File: src/rtl/ipa_pkg.sv
`default_nettype none

package ipa_pkg;

	// conversion kind codes
	localparam logic [1:0] FUNC_SDEC = 2'd0;
	localparam logic [1:0] FUNC_UDEC = 2'd1;
	localparam logic [1:0] FUNC_HEX  = 2'd2;
	// spare code, formats as unsigned decimal
	localparam logic [1:0] FUNC_RSVD = 2'd3;

	// widest pad request that is honored
	localparam logic [3:0] PAD_MAX = 4'd9;

	// ASCII characters used by the formatter
	localparam logic [7:0] CH_MINUS = 8'h2d;
	localparam logic [7:0] CH_ZERO  = 8'h30;
	localparam logic [7:0] CH_SPACE = 8'h20;
	localparam logic [7:0] CH_A_LOW = 8'h61;

	// per-item formatting controls, resolved by the front end
	typedef struct packed {
		logic       neg;
		logic       is_hex;
		logic [3:0] pad;
		logic       zero_pad;
	} fmt_t;

endpackage

`default_nettype wire

File: src/rtl/ipa_front.sv
`default_nettype none

module ipa_front #(
	parameter int WORD_BITS = 32
) (
	input  wire logic                 clk,
	input  wire logic                 arst_n,
	input  wire logic                 in_valid,
	output logic                      in_ready,
	input  wire logic [31:0]          value,
	input  wire logic [1:0]           func,
	input  wire logic [3:0]           pad_width,
	input  wire logic                 zero_pad,
	output logic                      out_valid,
	input  wire logic                 out_ready,
	output logic [WORD_BITS-1:0]      out_mag,
	output ipa_pkg::fmt_t             out_fmt
);

	logic [WORD_BITS-1:0]  word;
	logic [WORD_BITS-1:0]  mag;
	ipa_pkg::fmt_t         fmt;
	logic                  vld_s1;
	logic [WORD_BITS-1:0]  mag_s1;
	ipa_pkg::fmt_t         fmt_s1;

	// fit the input word to WORD_BITS (truncate or zero-extend)
	assign word = WORD_BITS'(value);

	// classify: sign, magnitude, radix, saturated pad width
	always_comb begin
		fmt.neg      = (func == ipa_pkg::FUNC_SDEC) && word[WORD_BITS-1];
		fmt.is_hex   = (func == ipa_pkg::FUNC_HEX);
		fmt.pad      = (pad_width > ipa_pkg::PAD_MAX) ? ipa_pkg::PAD_MAX : pad_width;
		fmt.zero_pad = zero_pad;
		mag          = fmt.neg ? (~word + {{(WORD_BITS-1){1'b0}}, 1'b1}) : word;
	end

	assign in_ready = !vld_s1 || out_ready;

	// holding stage toward the queue
	always_ff @(posedge clk or negedge arst_n) begin
		if (!arst_n) begin
			vld_s1 <= 1'b0;
		end else if (in_ready) begin
			vld_s1 <= in_valid;
		end
	end

	always_ff @(posedge clk) begin
		if (in_valid && in_ready) begin
			mag_s1 <= mag;
			fmt_s1 <= fmt;
		end
	end

	assign out_valid = vld_s1;
	assign out_mag   = mag_s1;
	assign out_fmt   = fmt_s1;

endmodule

`default_nettype wire

File: src/rtl/ipa_queue.sv
`default_nettype none

module ipa_queue #(
	parameter int DW = 8
) (
	input  wire logic          clk,
	input  wire logic          arst_n,
	input  wire logic          in_valid,
	output logic               in_ready,
	input  wire logic [DW-1:0] in_data,
	output logic               out_valid,
	input  wire logic          out_ready,
	output logic [DW-1:0]      out_data
);

	logic [DW-1:0] buf_q [2];
	logic          wptr_q;
	logic          rptr_q;
	logic [1:0]    cnt_q;
	logic          push;
	logic          pop;

	assign in_ready  = (cnt_q != 2'd2);
	assign out_valid = (cnt_q != 2'd0);
	assign push      = in_valid && in_ready;
	assign pop       = out_valid && out_ready;
	assign out_data  = buf_q[rptr_q];

	// pointers and fill count
	always_ff @(posedge clk or negedge arst_n) begin
		if (!arst_n) begin
			wptr_q <= 1'b0;
			rptr_q <= 1'b0;
			cnt_q  <= 2'd0;
		end else begin
			if (push) wptr_q <= ~wptr_q;
			if (pop)  rptr_q <= ~rptr_q;
			if (push && !pop)      cnt_q <= cnt_q + 2'd1;
			else if (pop && !push) cnt_q <= cnt_q - 2'd1;
		end
	end

	always_ff @(posedge clk) begin
		if (push) begin
			buf_q[wptr_q] <= in_data;
		end
	end

	// fill count never exceeds the two entries
	a_cnt_range: assert property (@(posedge clk) disable iff (!arst_n)
		cnt_q != 2'd3)
		else $error("queue fill count out of range");

endmodule

`default_nettype wire

File: src/rtl/ipa_back.sv
`default_nettype none

module ipa_back #(
	parameter int WORD_BITS = 32
) (
	input  wire logic                 clk,
	input  wire logic                 arst_n,
	input  wire logic                 in_valid,
	output logic                      in_ready,
	input  wire logic [WORD_BITS-1:0] in_mag,
	input  wire ipa_pkg::fmt_t        in_fmt,
	output logic                      out_valid,
	input  wire logic                 out_ready,
	output logic [7:0]                out_char,
	output logic                      last
);

	localparam int NDIG  = (WORD_BITS * 30103) / 100000 + 1;
	localparam int BCD_W = 4 * NDIG;
	localparam int CNT_W = $clog2(WORD_BITS + 1);
	localparam int DIG_W = $clog2(NDIG + 1);
	localparam int LEN_W = ((DIG_W > 4) ? DIG_W : 4) + 1;

	typedef enum logic [5:0] {
		ST_IDLE  = 6'b000001,
		ST_CONV  = 6'b000010,
		ST_TRIM  = 6'b000100,
		ST_PAD   = 6'b001000,
		ST_SIGN  = 6'b010000,
		ST_DIGIT = 6'b100000
	} state_t;

	state_t                 state_q;
	logic [BCD_W-1:0]       bcd_q;
	logic [WORD_BITS-1:0]   sh_q;
	logic [CNT_W-1:0]       cnt_q;
	logic [DIG_W-1:0]       ndig_q;
	logic [3:0]             npad_q;
	ipa_pkg::fmt_t          fmt_q;
	logic [7:0]             char_q;
	logic                   last_q;
	logic                   ovld_q;

	logic [BCD_W-1:0]       adj;
	logic [3:0]             top_nib;
	logic [7:0]             dig_char;
	logic [LEN_W-1:0]       len;
	logic [LEN_W-1:0]       padw;
	logic                   out_free;
	logic                   emit;

	// add-3 correction on every BCD digit before the shift
	always_comb begin
		for (int i = 0; i < NDIG; i++) begin
			adj[4*i +: 4] = (bcd_q[4*i +: 4] >= 4'd5) ? bcd_q[4*i +: 4] + 4'd3
								  : bcd_q[4*i +: 4];
		end
	end

	assign top_nib  = bcd_q[BCD_W-1 -: 4];
	assign dig_char = (top_nib < 4'd10) ? ipa_pkg::CH_ZERO + {4'b0, top_nib}
					    : ipa_pkg::CH_A_LOW + {4'b0, top_nib} - 8'd10;

	// text length including sign, against the pad width
	assign len  = LEN_W'(ndig_q) + LEN_W'(fmt_q.neg);
	assign padw = LEN_W'(fmt_q.pad);

	assign in_ready = (state_q == ST_IDLE);
	assign out_free = !ovld_q || out_ready;
	assign emit     = out_free && (((state_q == ST_PAD) && (npad_q != 4'd0)) ||
				 (state_q == ST_SIGN) || (state_q == ST_DIGIT));

	// conversion and character sequencer
	always_ff @(posedge clk or negedge arst_n) begin
		if (!arst_n) begin
			state_q <= ST_IDLE;
			ovld_q  <= 1'b0;
		end else begin
			if (emit) ovld_q <= 1'b1;
			else if (out_ready) ovld_q <= 1'b0;
			case (state_q)
				ST_IDLE: begin
					if (in_valid) state_q <= in_fmt.is_hex ? ST_TRIM : ST_CONV;
				end
				ST_CONV: begin
					if (cnt_q == CNT_W'(1)) state_q <= ST_TRIM;
				end
				ST_TRIM: begin
					if (!((top_nib == 4'd0) && (ndig_q != DIG_W'(1)))) state_q <= ST_PAD;
				end
				ST_PAD: begin
					if (npad_q == 4'd0) state_q <= fmt_q.neg ? ST_SIGN : ST_DIGIT;
				end
				ST_SIGN: begin
					if (emit) state_q <= ST_DIGIT;
				end
				ST_DIGIT: begin
					if (emit && (ndig_q == DIG_W'(1))) state_q <= ST_IDLE;
				end
				default: state_q <= ST_IDLE;
			endcase
		end
	end

	// datapath registers
	always_ff @(posedge clk) begin
		case (state_q)
			ST_IDLE: begin
				if (in_valid) begin
					fmt_q  <= in_fmt;
					sh_q   <= in_mag;
					cnt_q  <= CNT_W'(WORD_BITS);
					ndig_q <= DIG_W'(NDIG);
					bcd_q  <= in_fmt.is_hex ? {{(BCD_W-WORD_BITS){1'b0}}, in_mag}
								: '0;
				end
			end
			ST_CONV: begin
				bcd_q <= {adj[BCD_W-2:0], sh_q[WORD_BITS-1]};
				sh_q  <= {sh_q[WORD_BITS-2:0], 1'b0};
				cnt_q <= cnt_q - CNT_W'(1);
			end
			ST_TRIM: begin
				// drop leading zero digits, keeping at least one
				if ((top_nib == 4'd0) && (ndig_q != DIG_W'(1))) begin
					bcd_q  <= {bcd_q[BCD_W-5:0], 4'd0};
					ndig_q <= ndig_q - DIG_W'(1);
				end else begin
					npad_q <= (padw > len) ? 4'(padw - len) : 4'd0;
				end
			end
			ST_PAD: begin
				if (emit) begin
					char_q <= fmt_q.zero_pad ? ipa_pkg::CH_ZERO : ipa_pkg::CH_SPACE;
					last_q <= 1'b0;
					npad_q <= npad_q - 4'd1;
				end
			end
			ST_SIGN: begin
				if (emit) begin
					char_q <= ipa_pkg::CH_MINUS;
					last_q <= 1'b0;
				end
			end
			ST_DIGIT: begin
				if (emit) begin
					char_q <= dig_char;
					last_q <= (ndig_q == DIG_W'(1));
					bcd_q  <= {bcd_q[BCD_W-5:0], 4'd0};
					ndig_q <= ndig_q - DIG_W'(1);
				end
			end
			default: begin
			end
		endcase
	end

	assign out_valid = ovld_q;
	assign out_char  = char_q;
	assign last      = last_q;

	// a busy item always has at least one digit left
	a_ndig_nonzero: assert property (@(posedge clk) disable iff (!arst_n)
		(state_q == ST_TRIM || state_q == ST_PAD || state_q == ST_SIGN ||
		 state_q == ST_DIGIT) |-> (ndig_q != '0))
		else $error("digit count reached zero while busy");

	// decimal conversion yields only decimal digits
	a_dec_digit: assert property (@(posedge clk) disable iff (!arst_n)
		(emit && state_q == ST_DIGIT && !fmt_q.is_hex) |-> (top_nib < 4'd10))
		else $error("non-decimal digit in decimal output");

	// the last character frees the sequencer for the next item
	a_last_idle: assert property (@(posedge clk) disable iff (!arst_n)
		(emit && state_q == ST_DIGIT && ndig_q == DIG_W'(1)) |=>
		(state_q == ST_IDLE && last_q))
		else $error("sequencer not idle after last character");

endmodule

`default_nettype wire

File: src/rtl/integer_to_padded_ascii.sv
// Integer to padded ASCII formatter.
//
// Input channel (in_valid/in_ready): one item is a 32-bit value, a conversion
// kind func (0 signed decimal, 1 or 3 unsigned decimal, 2 lowercase hex), a
// pad_width (values above 9 act as 9) and zero_pad. Output channel
// (out_valid/out_ready): one character per item accepted there, most
// significant first; pad characters come before the sign, last marks the
// final character of each input item.
// Sequence: the front stage and the queue each register the item, then the
// back end loads it; decimal items pass through the double-dabble
// conversion (hex skips it), leading zero digits are then removed one by
// one, the pad count is settled, and the pad characters, the sign and the
// digits are sent in turn.
// Occupancy: the back end holds one item at a time and takes no new item
// until the last character of the current one is emitted; its pace is set
// by the shared shift-and-add-3 converter and the one-character output
// register. The front stage and two-entry queue take up to three more items
// meanwhile.
// Reset clears all valid flags and returns the sequencer to idle. When the
// receiver stalls, the current character is held and the sequencer waits;
// the input side keeps accepting until the front stage and queue are full.
`default_nettype none

module integer_to_padded_ascii #(
	parameter int WORD_BITS = 32
) (
	input  wire logic        clk,
	input  wire logic        arst_n,
	input  wire logic        in_valid,
	output logic             in_ready,
	input  wire logic [31:0] value,
	input  wire logic [1:0]  func,
	input  wire logic [3:0]  pad_width,
	input  wire logic        zero_pad,
	output logic             out_valid,
	input  wire logic        out_ready,
	output logic [7:0]       out_char,
	output logic             last
);

	localparam int QW = WORD_BITS + $bits(ipa_pkg::fmt_t);

	logic                 f_valid;
	logic                 f_ready;
	logic [WORD_BITS-1:0] f_mag;
	ipa_pkg::fmt_t        f_fmt;
	logic                 q_valid;
	logic                 q_ready;
	logic [QW-1:0]        q_data;
	logic [WORD_BITS-1:0] b_mag;
	ipa_pkg::fmt_t        b_fmt;

	// classify incoming items
	ipa_front #(.WORD_BITS(WORD_BITS)) u_front (
		.clk       (clk),
		.arst_n    (arst_n),
		.in_valid  (in_valid),
		.in_ready  (in_ready),
		.value     (value),
		.func      (func),
		.pad_width (pad_width),
		.zero_pad  (zero_pad),
		.out_valid (f_valid),
		.out_ready (f_ready),
		.out_mag   (f_mag),
		.out_fmt   (f_fmt)
	);

	// decoupling queue between front and back
	ipa_queue #(.DW(QW)) u_queue (
		.clk       (clk),
		.arst_n    (arst_n),
		.in_valid  (f_valid),
		.in_ready  (f_ready),
		.in_data   ({f_mag, f_fmt}),
		.out_valid (q_valid),
		.out_ready (q_ready),
		.out_data  (q_data)
	);

	assign b_mag = q_data[QW-1 -: WORD_BITS];
	assign b_fmt = q_data[$bits(ipa_pkg::fmt_t)-1:0];

	// convert and emit characters
	ipa_back #(.WORD_BITS(WORD_BITS)) u_back (
		.clk       (clk),
		.arst_n    (arst_n),
		.in_valid  (q_valid),
		.in_ready  (q_ready),
		.in_mag    (b_mag),
		.in_fmt    (b_fmt),
		.out_valid (out_valid),
		.out_ready (out_ready),
		.out_char  (out_char),
		.last      (last)
	);

endmodule

`default_nettype wire
File: config.mk
export PLATFORM = sky130hd
export DESIGN_NAME = integer_to_padded_ascii
export DESIGN_NICKNAME = d
export VERILOG_FILES = /design/src/rtl/ipa_pkg.sv /design/src/rtl/ipa_front.sv /design/src/rtl/ipa_queue.sv /design/src/rtl/ipa_back.sv /design/src/rtl/integer_to_padded_ascii.sv
export SDC_FILE = /design/constraint.sdc
export NUM_CORES = 1
export LEC_CHECK = 0
export BUFFER_PORTS_ARGS = -buffer_cell sky130_fd_sc_hd__buf_4
export CAP_MARGIN = 20
export CELL_PAD_IN_SITES_DETAIL_PLACEMENT = 1
export CELL_PAD_IN_SITES_GLOBAL_PLACEMENT = 1
export CORE_ASPECT_RATIO = 0.5
export CORE_MARGIN = 2
export CORE_UTILIZATION = 40
export CTS_CLUSTER_SIZE = 28
export DETAILED_ROUTE_END_ITERATION = 16
export PLACE_DENSITY = 0.66
export SYNTH_ARGS = -nofsm -noshare
export SYNTH_HDL_FRONTEND = slang
export SYNTH_SLANG_ARGS = --single-unit
File: constraint.sdc
create_clock -name clk -period 4.5 [get_ports clk]
set_clock_uncertainty 0.2 [all_clocks]
set_input_delay 0.45 -clock clk [delete_from_list [all_inputs] [get_ports clk]]
set_output_delay 0.45 -clock clk [all_outputs]
set_load 0.03 [all_outputs]
==> results of run 1 <==
[per-stage QoR]
| step | cell area, µm² | cells | hold slack [ns] | power [mW] | setup slack (ns) |
|---|---|---|---|---|---|
| 6_report | 12500 | 1261 | 0.0261 | 8.92 | 1.41 |
| 5_1_grt | 12500 | 1261 | 0.0149 | 9.53 | 1.16 |
| 4_1_cts | 12400 | 1258 | 0.00389 | 9.00 | 1.40 |
| 3_5_place_dp | 11700 | 1212 | 0.121 | 7.19 | 1.41 |
| 3_3_place_gp | 11700 | 1212 | 0.117 | 7.01 | 1.50 |
| 2_1_floorplan | 10900 | 836 | -0.0456 | 6.17 | 0.263 |
[layout make-up]
type | count | area share (%)
flip-flops and latches | 229 | 54.6
multi-input cells | 532 | 30.6
repair buffers | 70 | 4.57
clock buffers | 26 | 4.53
well taps | 352 | 3.53
inverters | 38 | 1.14
clock inverters | 14 | 1.06
[layout by cell type (no fill, tap or decap), types with 6 or more instances in the layout]
master	netlist	layout
sky130_fd_sc_hd__edfxtp_1	217	217
sky130_fd_sc_hd__a21oi_1	62	61
sky130_fd_sc_hd__buf_4	2	61
sky130_fd_sc_hd__nor2_1	55	54
sky130_fd_sc_hd__nand2_1	42	41
sky130_fd_sc_hd__xnor2_1	41	41
sky130_fd_sc_hd__inv_1	38	38
sky130_fd_sc_hd__mux2i_1	36	36
sky130_fd_sc_hd__ha_1	34	34
sky130_fd_sc_hd__o21ai_0	30	30
sky130_fd_sc_hd__clkbuf_16	0	22
sky130_fd_sc_hd__nand2b_1	18	18
sky130_fd_sc_hd__xor2_1	18	18
sky130_fd_sc_hd__nor4_1	17	17
sky130_fd_sc_hd__nor3b_1	16	16
sky130_fd_sc_hd__o221ai_1	15	15
sky130_fd_sc_hd__mux2_2	15	15
sky130_fd_sc_hd__nor3_1	12	12
sky130_fd_sc_hd__a221o_1	11	11
sky130_fd_sc_hd__dfrtp_1	11	10
sky130_fd_sc_hd__nor2b_1	9	9
sky130_fd_sc_hd__o31ai_1	9	9
sky130_fd_sc_hd__a211oi_1	7	7
sky130_fd_sc_hd__clkinv_2	0	7
sky130_fd_sc_hd__and2_1	7	6
sky130_fd_sc_hd__nand4_1	6	6
sky130_fd_sc_hd__dlygate4sd3_1	0	6
[per-layer routing]
metal	GRT usage, %	vias to the layer above	wire length [µm]	share of wire (%)
met5	0	-	0	0
met2	27.9	100	10900	47
li1	-	3275	-	-
met4	3.50	0	315	1.3
met1	23.5	3306	11500	49
met3	2.05	27	737	3.1
[sequential cells by signal, summed over array words and instances (netlist names)]
name               cells
u_back.out_char        7
u_back.out_valid       1
u_queue.cnt_q          2
u_back.cnt_q           6
u_back.npad_q          4
u_back.ndig_q          4
u_back.state_q         6
u_front.out_valid      1
u_queue.rptr_q         1
u_front.out_mag       32
u_queue.buf_q         78
u_queue.wptr_q         1
u_back.bcd_q          40
u_front.out_fmt        7
u_back.last            1
u_back.fmt_q           6
u_back.sh_q           32
[kinds of logic after synthesis]
kind of cell,count (synthesis),synth area share (%)
DFF,229,62.4
and+or+nand+nor,209,10.2
AOI/OAI and AO/OA,176,10.9
buffers and inverters,75,2.82
xor gates and xnor gates,59,4.73
muxes,51,4.84
adders and majority gates,35,4.08
other,2,0.0687
[power by group through the flow]
stage	logic [mW]	registers [mW]	clock network (mW)
after CTS	3.13	4.04	1.83
after global placement	2.99	4.01	0
after global routing	3.51	4.12	1.90
final	3.13	4.02	1.77
after floorplan	2.28	3.89	0
after detailed placement	3.11	4.08	0
[how the worst min path moves through the flow]
stage,startpoint,slack (ns),to
floorplan,arst_n,-0.05,u_back.out_valid$_DFFE_PN0P_
global placement,arst_n,0.12,u_back.out_valid$_DFFE_PN0P_
detailed placement,arst_n,0.12,u_back.out_valid$_DFFE_PN0P_
CTS,func[0],0.004,u_front.out_fmt[5]$_DFFE_PP_
global route,func[0],0.01,u_front.out_fmt[5]$_DFFE_PP_
finish,value[12],0.03,u_front.out_mag[12]$_DFFE_PP_
[critical path: stages, from the launching register on]
cell,delay (ns)
sky130_fd_sc_hd__edfxtp_1,0.46
sky130_fd_sc_hd__inv_1,0.16
sky130_fd_sc_hd__ha_1,0.15
sky130_fd_sc_hd__or3b_2,0.45
sky130_fd_sc_hd__o2111ai_1,0.36
sky130_fd_sc_hd__o211ai_1,0.28
sky130_fd_sc_hd__a21oi_4,0.17
sky130_fd_sc_hd__buf_4,0.48
==> qor.json, run 1 <==
{
  "grt_setup_unrepaired": "no",
  "num_vias": 6708,
  "seq_power_share_pct": 45.1,
  "power_density_mw_per_mm2": 714,
  "clock_path_buffers": 3,
  "clock_latency_ns": 0.52,
  "remaining_drc_errors": 0,
  "initialDrtViolationCount": 346,
  "top_level_ports": 54,
  "irDropWorstVdd_mv": 0.343,
  "die_h_um": 121,
  "timing.setup.critical_path_class": "reg2reg",
  "root_buffer": "sky130_fd_sc_hd__clkbuf_16",
  "tritoncts_num_sinks": 229,
  "post_cts.resized_instances": 0,
  "antenna_cells_inserted": 0,
  "syn_area_per_cell_um2": 13.1,
  "post_drt_via_cell_ratio": 5.32,
  "synth_most_common_cell": "sky130_fd_sc_hd__edfxtp_1",
  "sw_pwr_mw": 3.21,
  "post_cts_hold_buffer_count": 6,
  "utilization_pct": 46.9,
  "max_freq_mhz": 323,
  "worst_setup_path_end_kind": "flip-flop",
  "totalNegativeSetupSlack_ns": 0,
  "synth.yosys.seq_area_share_pct": 62.4,
  "worstRegToRegCells": 7,
  "clock_power_share_pct": 19.9,
  "final_period_minus_worst_setup_slack_ns": 3.09,
  "cts_post_setup_buffers_inserted": 0,
  "min-delay-path-class": "in2reg",
  "critical_path.startpoint_type": "flip-flop",
  "filler_cell_count": 2750,
  "async_flop_share_pct": 5.24,
  "dieWidth_um": 238,
  "cp-startpoint": "u_back.bcd_q[37]$_SDFFCE_PP0P_",
  "route.detailed.wl_per_inst_um": 18.7,
  "globalRouteTotalUtil_pct": 16.7,
  "final_max_slew_viol_count": 0,
  "areaGrowthSynthToFinish_pct": 14.4,
  "fin_crit_share_pct": 68.8,
  "footprint_of_the_multi_input_gates_mm2": 0.00382,
  "synthFlopType": "sky130_fd_sc_hd__edfxtp_1",
  "status": "completed",
  "synth_fp_nets": 914,
  "post_route_cells_drive_above_1_share_pct": 14.3,
  "number_of_global_route_vias_before_repair": 7040,
  "clk_transition_reported_paths_ns": 0.06,
  "drt-pass1-iter-count": 4,
  "ys_top_cells_by_area": "sky130_fd_sc_hd__edfxtp_1 (60%), sky130_fd_sc_hd__ha_1 (3.9%), sky130_fd_sc_hd__mux2i_1 (3.3%), sky130_fd_sc_hd__xnor2_1 (3.3%), sky130_fd_sc_hd__a21oi_1 (2.8%)",
  "power.combinational.fraction_pct": 35.1,
  "ys_top_cells_by_count": "sky130_fd_sc_hd__edfxtp_1 (217), sky130_fd_sc_hd__a21oi_1 (62), sky130_fd_sc_hd__nor2_1 (55)",
  "worstReg2RegStart": "u_back.bcd_q[37]$_SDFFCE_PP0P_",
  "grt_max_degree": 50,
  "worst_slew_pin_slew_ns": 1.05,
  "synth-edff-count": 217,
  "tritoncts": "done",
  "final-hold-violation-count": 0,
  "power_switching_share_pct": 36.0,
  "first_pass_grt_wire_length_mm": 38.1,
  "critPathMaxFanout": 40,
  "ff2ff_setup_slack_ns": 1.41,
  "detail-route-antenna-nets": 0,
  "totalWireLength_mm": 23.5,
  "final-setup-viol-count": 0,
  "grt_overflow_total": 0,
  "cp-endpoint": "u_back.bcd_q[33]$_SDFFCE_PP0P_",
  "worst_ep_required_time_ns": 4.44,
  "worstReg2RegEnd": "u_back.bcd_q[33]$_SDFFCE_PP0P_",
  "synthDominantCellAreaShare_pct": 59.6,
  "floorplan.rows": 42,
  "power_leakage_nw": 4.52,
  "intPower_mw": 5.71,
  "initial_standard_cell_utilization_of_the_core_pct": 41.0,
  "gpl.final_weighted_congestion": 0.809,
  "syn_inst": 836,
  "detailedPlacementHpwl_mm": 16.6,
  "synthDistinctLibCells": 64,
  "synth-warning-count": 0,
  "worst-endpoint-arrival_ns": 3.04,
  "htree_num_levels": 1,
  "core_area_mm2": 0.0266,
  "maxCapViolCount": 0,
  "ff_latch_area_mm2": 0.00682,
  "ys_ff_latch": 229,
  "numCtsBuffers": 22,
  "synthesis.area_mm2": 0.0109,
  "antenna_found_initial": 0,
  "synth_top_area_cell": "sky130_fd_sc_hd__edfxtp_1",
  "slew_headroom_pct": 30.1,
  "die_area_mm2": 0.0287,
  "hold-path-cell-count": 2,
  "count_of_buffers_inserted_at_the_top_level_ports": 52,
  "fin_nets": 971
}
Power figures use the tool's default switching activity.
==> inputs of run 2 (changes only) <==
--- a/config.mk
+++ b/config.mk
@@ -14,7 +14,7 @@
 export CORE_UTILIZATION = 40
 export CTS_CLUSTER_SIZE = 28
 export DETAILED_ROUTE_END_ITERATION = 16
-export PLACE_DENSITY = 0.66
+export PLACE_DENSITY = 0.63
 export SYNTH_ARGS = -nofsm -noshare
 export SYNTH_HDL_FRONTEND = slang
 export SYNTH_SLANG_ARGS = --single-unit
==> constraint.sdc (replaced) <==
create_clock -name clk -period 3.2 [get_ports clk]
set_clock_uncertainty 0.2 [all_clocks]
set_input_delay 0.32 -clock clk [delete_from_list [all_inputs] [get_ports clk]]
set_output_delay 0.32 -clock clk [all_outputs]
set_load 0.03 [all_outputs]
==> run 2 against run 1 <==
Against the previous run: via count grew 2.9%; largest power group unchanged; flip-flop and latch count is the same; first-iteration DRC count grew 45%; largest cell class unchanged; hold slack gained 0.0054 ns; critical path depth is the same; highest routed layer unchanged; setup slack lost 1.2 ns; routed wire length grew 1.1%.
==> qor.json, run 2 (same netlist as run 1, synthesis figures left out) <==
{
  "status": {"value": "completed", "change": "unchanged"},
  "worst_slew_pin_slew": {"value": 0.942, "unit": "ns", "change": "was 1.05 ns"},
  "ff_latch_area": {"value": 0.00682, "unit": "mm²", "change": "unchanged"},
  "areaGrowthSynthToFinish": {"value": 18.8, "unit": "%", "change": "was 14.4%"},
  "remaining_drc_errors": {"value": 0, "change": "unchanged"},
  "first_pass_grt_wire_length": {"value": 38.5, "unit": "mm", "change": "was 38.1 mm"},
  "power_switching_share": {"value": 35.3, "unit": "%", "change": "was 36.0%"},
  "min_delay_worst_endpoint": {"value": "u_front.out_fmt[5]$_DFFE_PP_", "change": "was u_front.out_mag[12]$_DFFE_PP_"},
  "count_of_buffers_inserted_at_the_top_level_ports": {"value": 52, "change": "unchanged"},
  "irDropWorstVdd": {"value": 0.351, "unit": "mV", "change": "was 0.343 mV"},
  "fin_crit_share_pct": 95.1,
  "layout_common_cells": {"value": "sky130_fd_sc_hd__edfxtp_1 (217), sky130_fd_sc_hd__buf_4 (73), sky130_fd_sc_hd__a21oi_1 (61)", "change": "was sky130_fd_sc_hd__edfxtp_1 (217), sky130_fd_sc_hd__a21oi_1 (61), sky130_fd_sc_hd__buf_4 (61)"},
  "worst_ep_required_time": {"value": 3.28, "unit": "ns", "change": "was 4.44 ns"},
  "final-hold-violation-count": {"value": 0, "change": "unchanged"},
  "detailedPlacementHpwl": {"value": 16.7, "unit": "mm", "change": "was 16.6 mm"},
  "seq_power_share": {"value": 43.7, "unit": "%", "change": "was 45.1%"},
  "die_h": {"value": 121, "unit": "µm", "change": "unchanged"},
  "worstReg2RegStart": {"value": "u_back.bcd_q[37]$_SDFFCE_PP0P_", "change": "unchanged"},
  "number_of_global_route_vias_before_repair": {"value": 7056, "change": "was 7040"},
  "route.detailed.wl_per_inst": {"value": 18.2, "unit": "µm", "change": "was 18.7 µm"},
  "largest_registers": {"value": "u_queue.buf_q x78, u_back.bcd_q x40", "change": "unchanged"},
  "filler_cell_count": {"value": 2746, "change": "was 2750"},
  "cts_post_setup_buffers_inserted": {"value": 0, "change": "unchanged"},
  "numCtsBuffers": {"value": 22, "change": "unchanged"},
  "top_level_ports": {"value": 54, "change": "unchanged"},
  "largest_register_ff_count": {"value": 78, "change": "unchanged"},
  "worstReg2RegEnd": {"value": "u_back.bcd_q[25]$_DFFE_PP_", "change": "was u_back.bcd_q[33]$_SDFFCE_PP0P_"},
  "tritoncts": {"value": "done", "change": "unchanged"},
  "totalWireLength": {"value": 23.8, "unit": "mm", "change": "was 23.5 mm"},
  "timing.setup.critical_path_class": {"value": "in2reg", "change": "was reg2reg"},
  "root_buffer": {"value": "sky130_fd_sc_hd__clkbuf_16", "change": "unchanged"},
  "layout.cells.most_common": {"value": "sky130_fd_sc_hd__edfxtp_1", "change": "unchanged"},
  "htree_num_levels": {"value": 1, "change": "unchanged"},
  "grt_overflow_total": {"value": 0, "change": "unchanged"},
  "final-setup-viol-count": {"value": 0, "change": "unchanged"},
  "antenna_found_initial": {"value": 0, "change": "unchanged"},
  "ff2ff_setup_slack": {"value": 0.38, "unit": "ns", "change": "was 1.41 ns"},
  "post_cts_hold_buffer_count": {"value": 44, "change": "was 6"},
  "post_cts.resized_instances": {"value": 0, "change": "unchanged"},
  "worstRegToRegCells": {"value": 7, "change": "unchanged"},
  "final_max_slew_viol_count": {"value": 0, "change": "unchanged"},
  "critPathMaxFanout": {"value": 8, "change": "was 40"},
  "totalNegativeSetupSlack": {"value": 0, "unit": "ns", "change": "unchanged"},
  "tritoncts_num_sinks": {"value": 229, "change": "unchanged"},
  "intPower": {"value": 8.33, "unit": "mW", "change": "was 5.71 mW"},
  "clock_path_buffers": {"value": 3, "change": "unchanged"},
  "post_drt_via_cell_ratio": {"value": 5.28, "change": "was 5.32"},
  "clock_power_share": {"value": 21.1, "unit": "%", "change": "was 19.9%"},
  "clk_transition_reported_paths": {"value": 0.06, "unit": "ns", "change": "about the same"},
  "gpl.final_weighted_congestion": {"value": 0.784, "change": "was 0.809"},
  "die_area": {"value": 0.0287, "unit": "mm²", "change": "unchanged"},
  "dieWidth": {"value": 238, "unit": "µm", "change": "unchanged"},
  "drt-pass1-iter-count": {"value": 4, "change": "unchanged"},
  "worst-endpoint-arrival": {"value": 3.12, "unit": "ns", "change": "was 3.04 ns"},
  "placedCellCount": {"value": 1225, "change": "was 1212"},
  "worstHoldStart": {"value": "func[1]", "change": "was value[12]"},
  "worst_setup_path_end_kind": {"value": "flip-flop", "change": "unchanged"},
  "maxCapViolCount": {"value": 0, "change": "unchanged"},
  "core_area": {"value": 0.0266, "unit": "mm²", "change": "unchanged"},
  "globalRouteTotalUtil": {"value": 16.9, "unit": "%", "change": "was 16.7%"},
  "initial_standard_cell_utilization_of_the_core": {"value": 41.0, "unit": "%", "change": "unchanged"},
  "final_period_minus_worst_setup_slack_ns": 3.04,
  "grt_setup_unrepaired": {"value": "no", "change": "unchanged"},
  "power.combinational.fraction": {"value": 35.2, "unit": "%", "change": "was 35.1%"},
  "floorplan.rows": {"value": 42, "change": "unchanged"},
  "num_vias": {"value": 6900, "change": "was 6708"},
  "footprint_of_the_multi_input_gates": {"value": 0.00382, "unit": "mm²", "change": "unchanged"},
  "sw_pwr": {"value": 4.54, "unit": "mW", "change": "was 3.21 mW"},
  "antenna_cells_inserted": {"value": 0, "change": "unchanged"},
  "power_leakage": {"value": 4.74, "unit": "nW", "change": "was 4.52 nW"},
  "grt_max_degree": {"value": 44, "change": "was 50"},
  "clock_latency": {"value": 0.52, "unit": "ns", "change": "about the same"},
  "power_density": {"value": 992, "unit": "mW/mm²", "change": "was 714 mW/mm²"},
  "post_route_cells_drive_above_1_share": {"value": 14.6, "unit": "%", "change": "was 14.3%"},
  "fin_nets": {"value": 1019, "change": "was 971"},
  "slew_headroom": {"value": 37.2, "unit": "%", "change": "was 30.1%"},
  "hold-path-cell-count": {"value": 2, "change": "unchanged"},
  "critical_path.startpoint_type": {"value": "input port", "change": "was flip-flop"},
  "max_flop_register": {"value": "u_queue.buf_q", "change": "unchanged"},
  "initialDrtViolationCount": {"value": 500, "change": "was 346"},
  "final_cell_count_no_fill": {"value": 1307, "change": "was 1261"},
  "detail-route-antenna-nets": {"value": 0, "change": "unchanged"},
  "max_freq_mhz": 328,
  "min-delay-path-class": {"value": "in2reg", "change": "unchanged"}
}
==> run 2: cell count changes in the layout (fill, tap and decap cells not counted), sizes merged <==
cell and change:
clkinvlp +1, bufinv +3, buf +11, inv -1
clkinv -2, dlygate4sd3 +38, clkbuf -4
==> run 2: routing by layer <==
| metal | vias up | part of all wire [%] | global-route usage [%] |
|---|---|---|---|
| met3 | 22 | 2.9 | 2.78 |
| met4 | 0 | 1.1 | 2.79 |
| li1 | 3370 | - | - |
| met2 | 87 | 43 | 26.1 |
| met5 | - | 0 | 0 |
| met1 | 3421 | 53 | 25.5 |
==> run 2: how the worst max path moves through the flow <==
stage	startpoint	endpoint	slack (ns)	depth (start not counted)
2_1_floorplan	u_back.state_q[2]$_DFFE_PN0P_	u_back.cnt_q[0]$_SDFFCE_PN0P_	0.15	6
3_3_place_gp	u_back.bcd_q[37]$_SDFFCE_PP0P_	u_back.bcd_q[21]$_DFFE_PP_	0.42	7
3_5_place_dp	u_back.bcd_q[37]$_SDFFCE_PP0P_	u_back.bcd_q[21]$_DFFE_PP_	0.39	7
4_1_cts	value[16]	u_front.out_mag[21]$_DFFE_PP_	0.23	7
5_1_grt	value[16]	u_front.out_mag[21]$_DFFE_PP_	0.05	7
6_report	value[14]	u_front.out_mag[21]$_DFFE_PP_	0.16	7
==> run 2: per-stage QoR <==
stage	utilization, %	hold slack, ns	instance area [µm²]	worst slack (ns)	total power, mW
detailed placement	44.3	-0.0196	11800	0.390	10.2
global placement	44.3	-0.0172	11800	0.419	10.0
global route	48.7	0.0128	13000	0.0473	13.7
CTS	48.7	0.00613	13000	0.229	13.0
finish	48.7	0.0315	13000	0.156	12.9
floorplan	-	-0.176	10900	0.154	8.67
==> run 2: layout make-up <==
| class | instances | share of cell area (%) |
|---|---|---|
| tap | 352 | 3.39 |
| inverter | 38 | 1.10 |
| multi-input combinational | 532 | 29.5 |
| sequential | 229 | 52.6 |
| clock buffer | 23 | 4.27 |
| clock inverter | 15 | 1.45 |
| timing repair buffer | 118 | 7.77 |
==> run 2: power by group through the flow <==
stage / sequential, mW / combinational (mW) / clock [mW]
after floorplan: 5.45 / 3.23 / 0
after global placement: 5.63 / 4.38 / 0
after detailed placement: 5.69 / 4.52 / 0
after CTS: 5.64 / 4.59 / 2.78
after global routing: 5.77 / 5.07 / 2.89
final: 5.63 / 4.53 / 2.72
==> run 2: critical path, cell delays in order <==
cell,delay [ns]
sky130_fd_sc_hd__dlygate4sd3_1,0.54
sky130_fd_sc_hd__buf_4,0.15
sky130_fd_sc_hd__or4_4,0.54
sky130_fd_sc_hd__or3_1,0.50
sky130_fd_sc_hd__o41ai_2,0.39
sky130_fd_sc_hd__xnor2_1,0.12
sky130_fd_sc_hd__dlygate4sd3_1,0.56
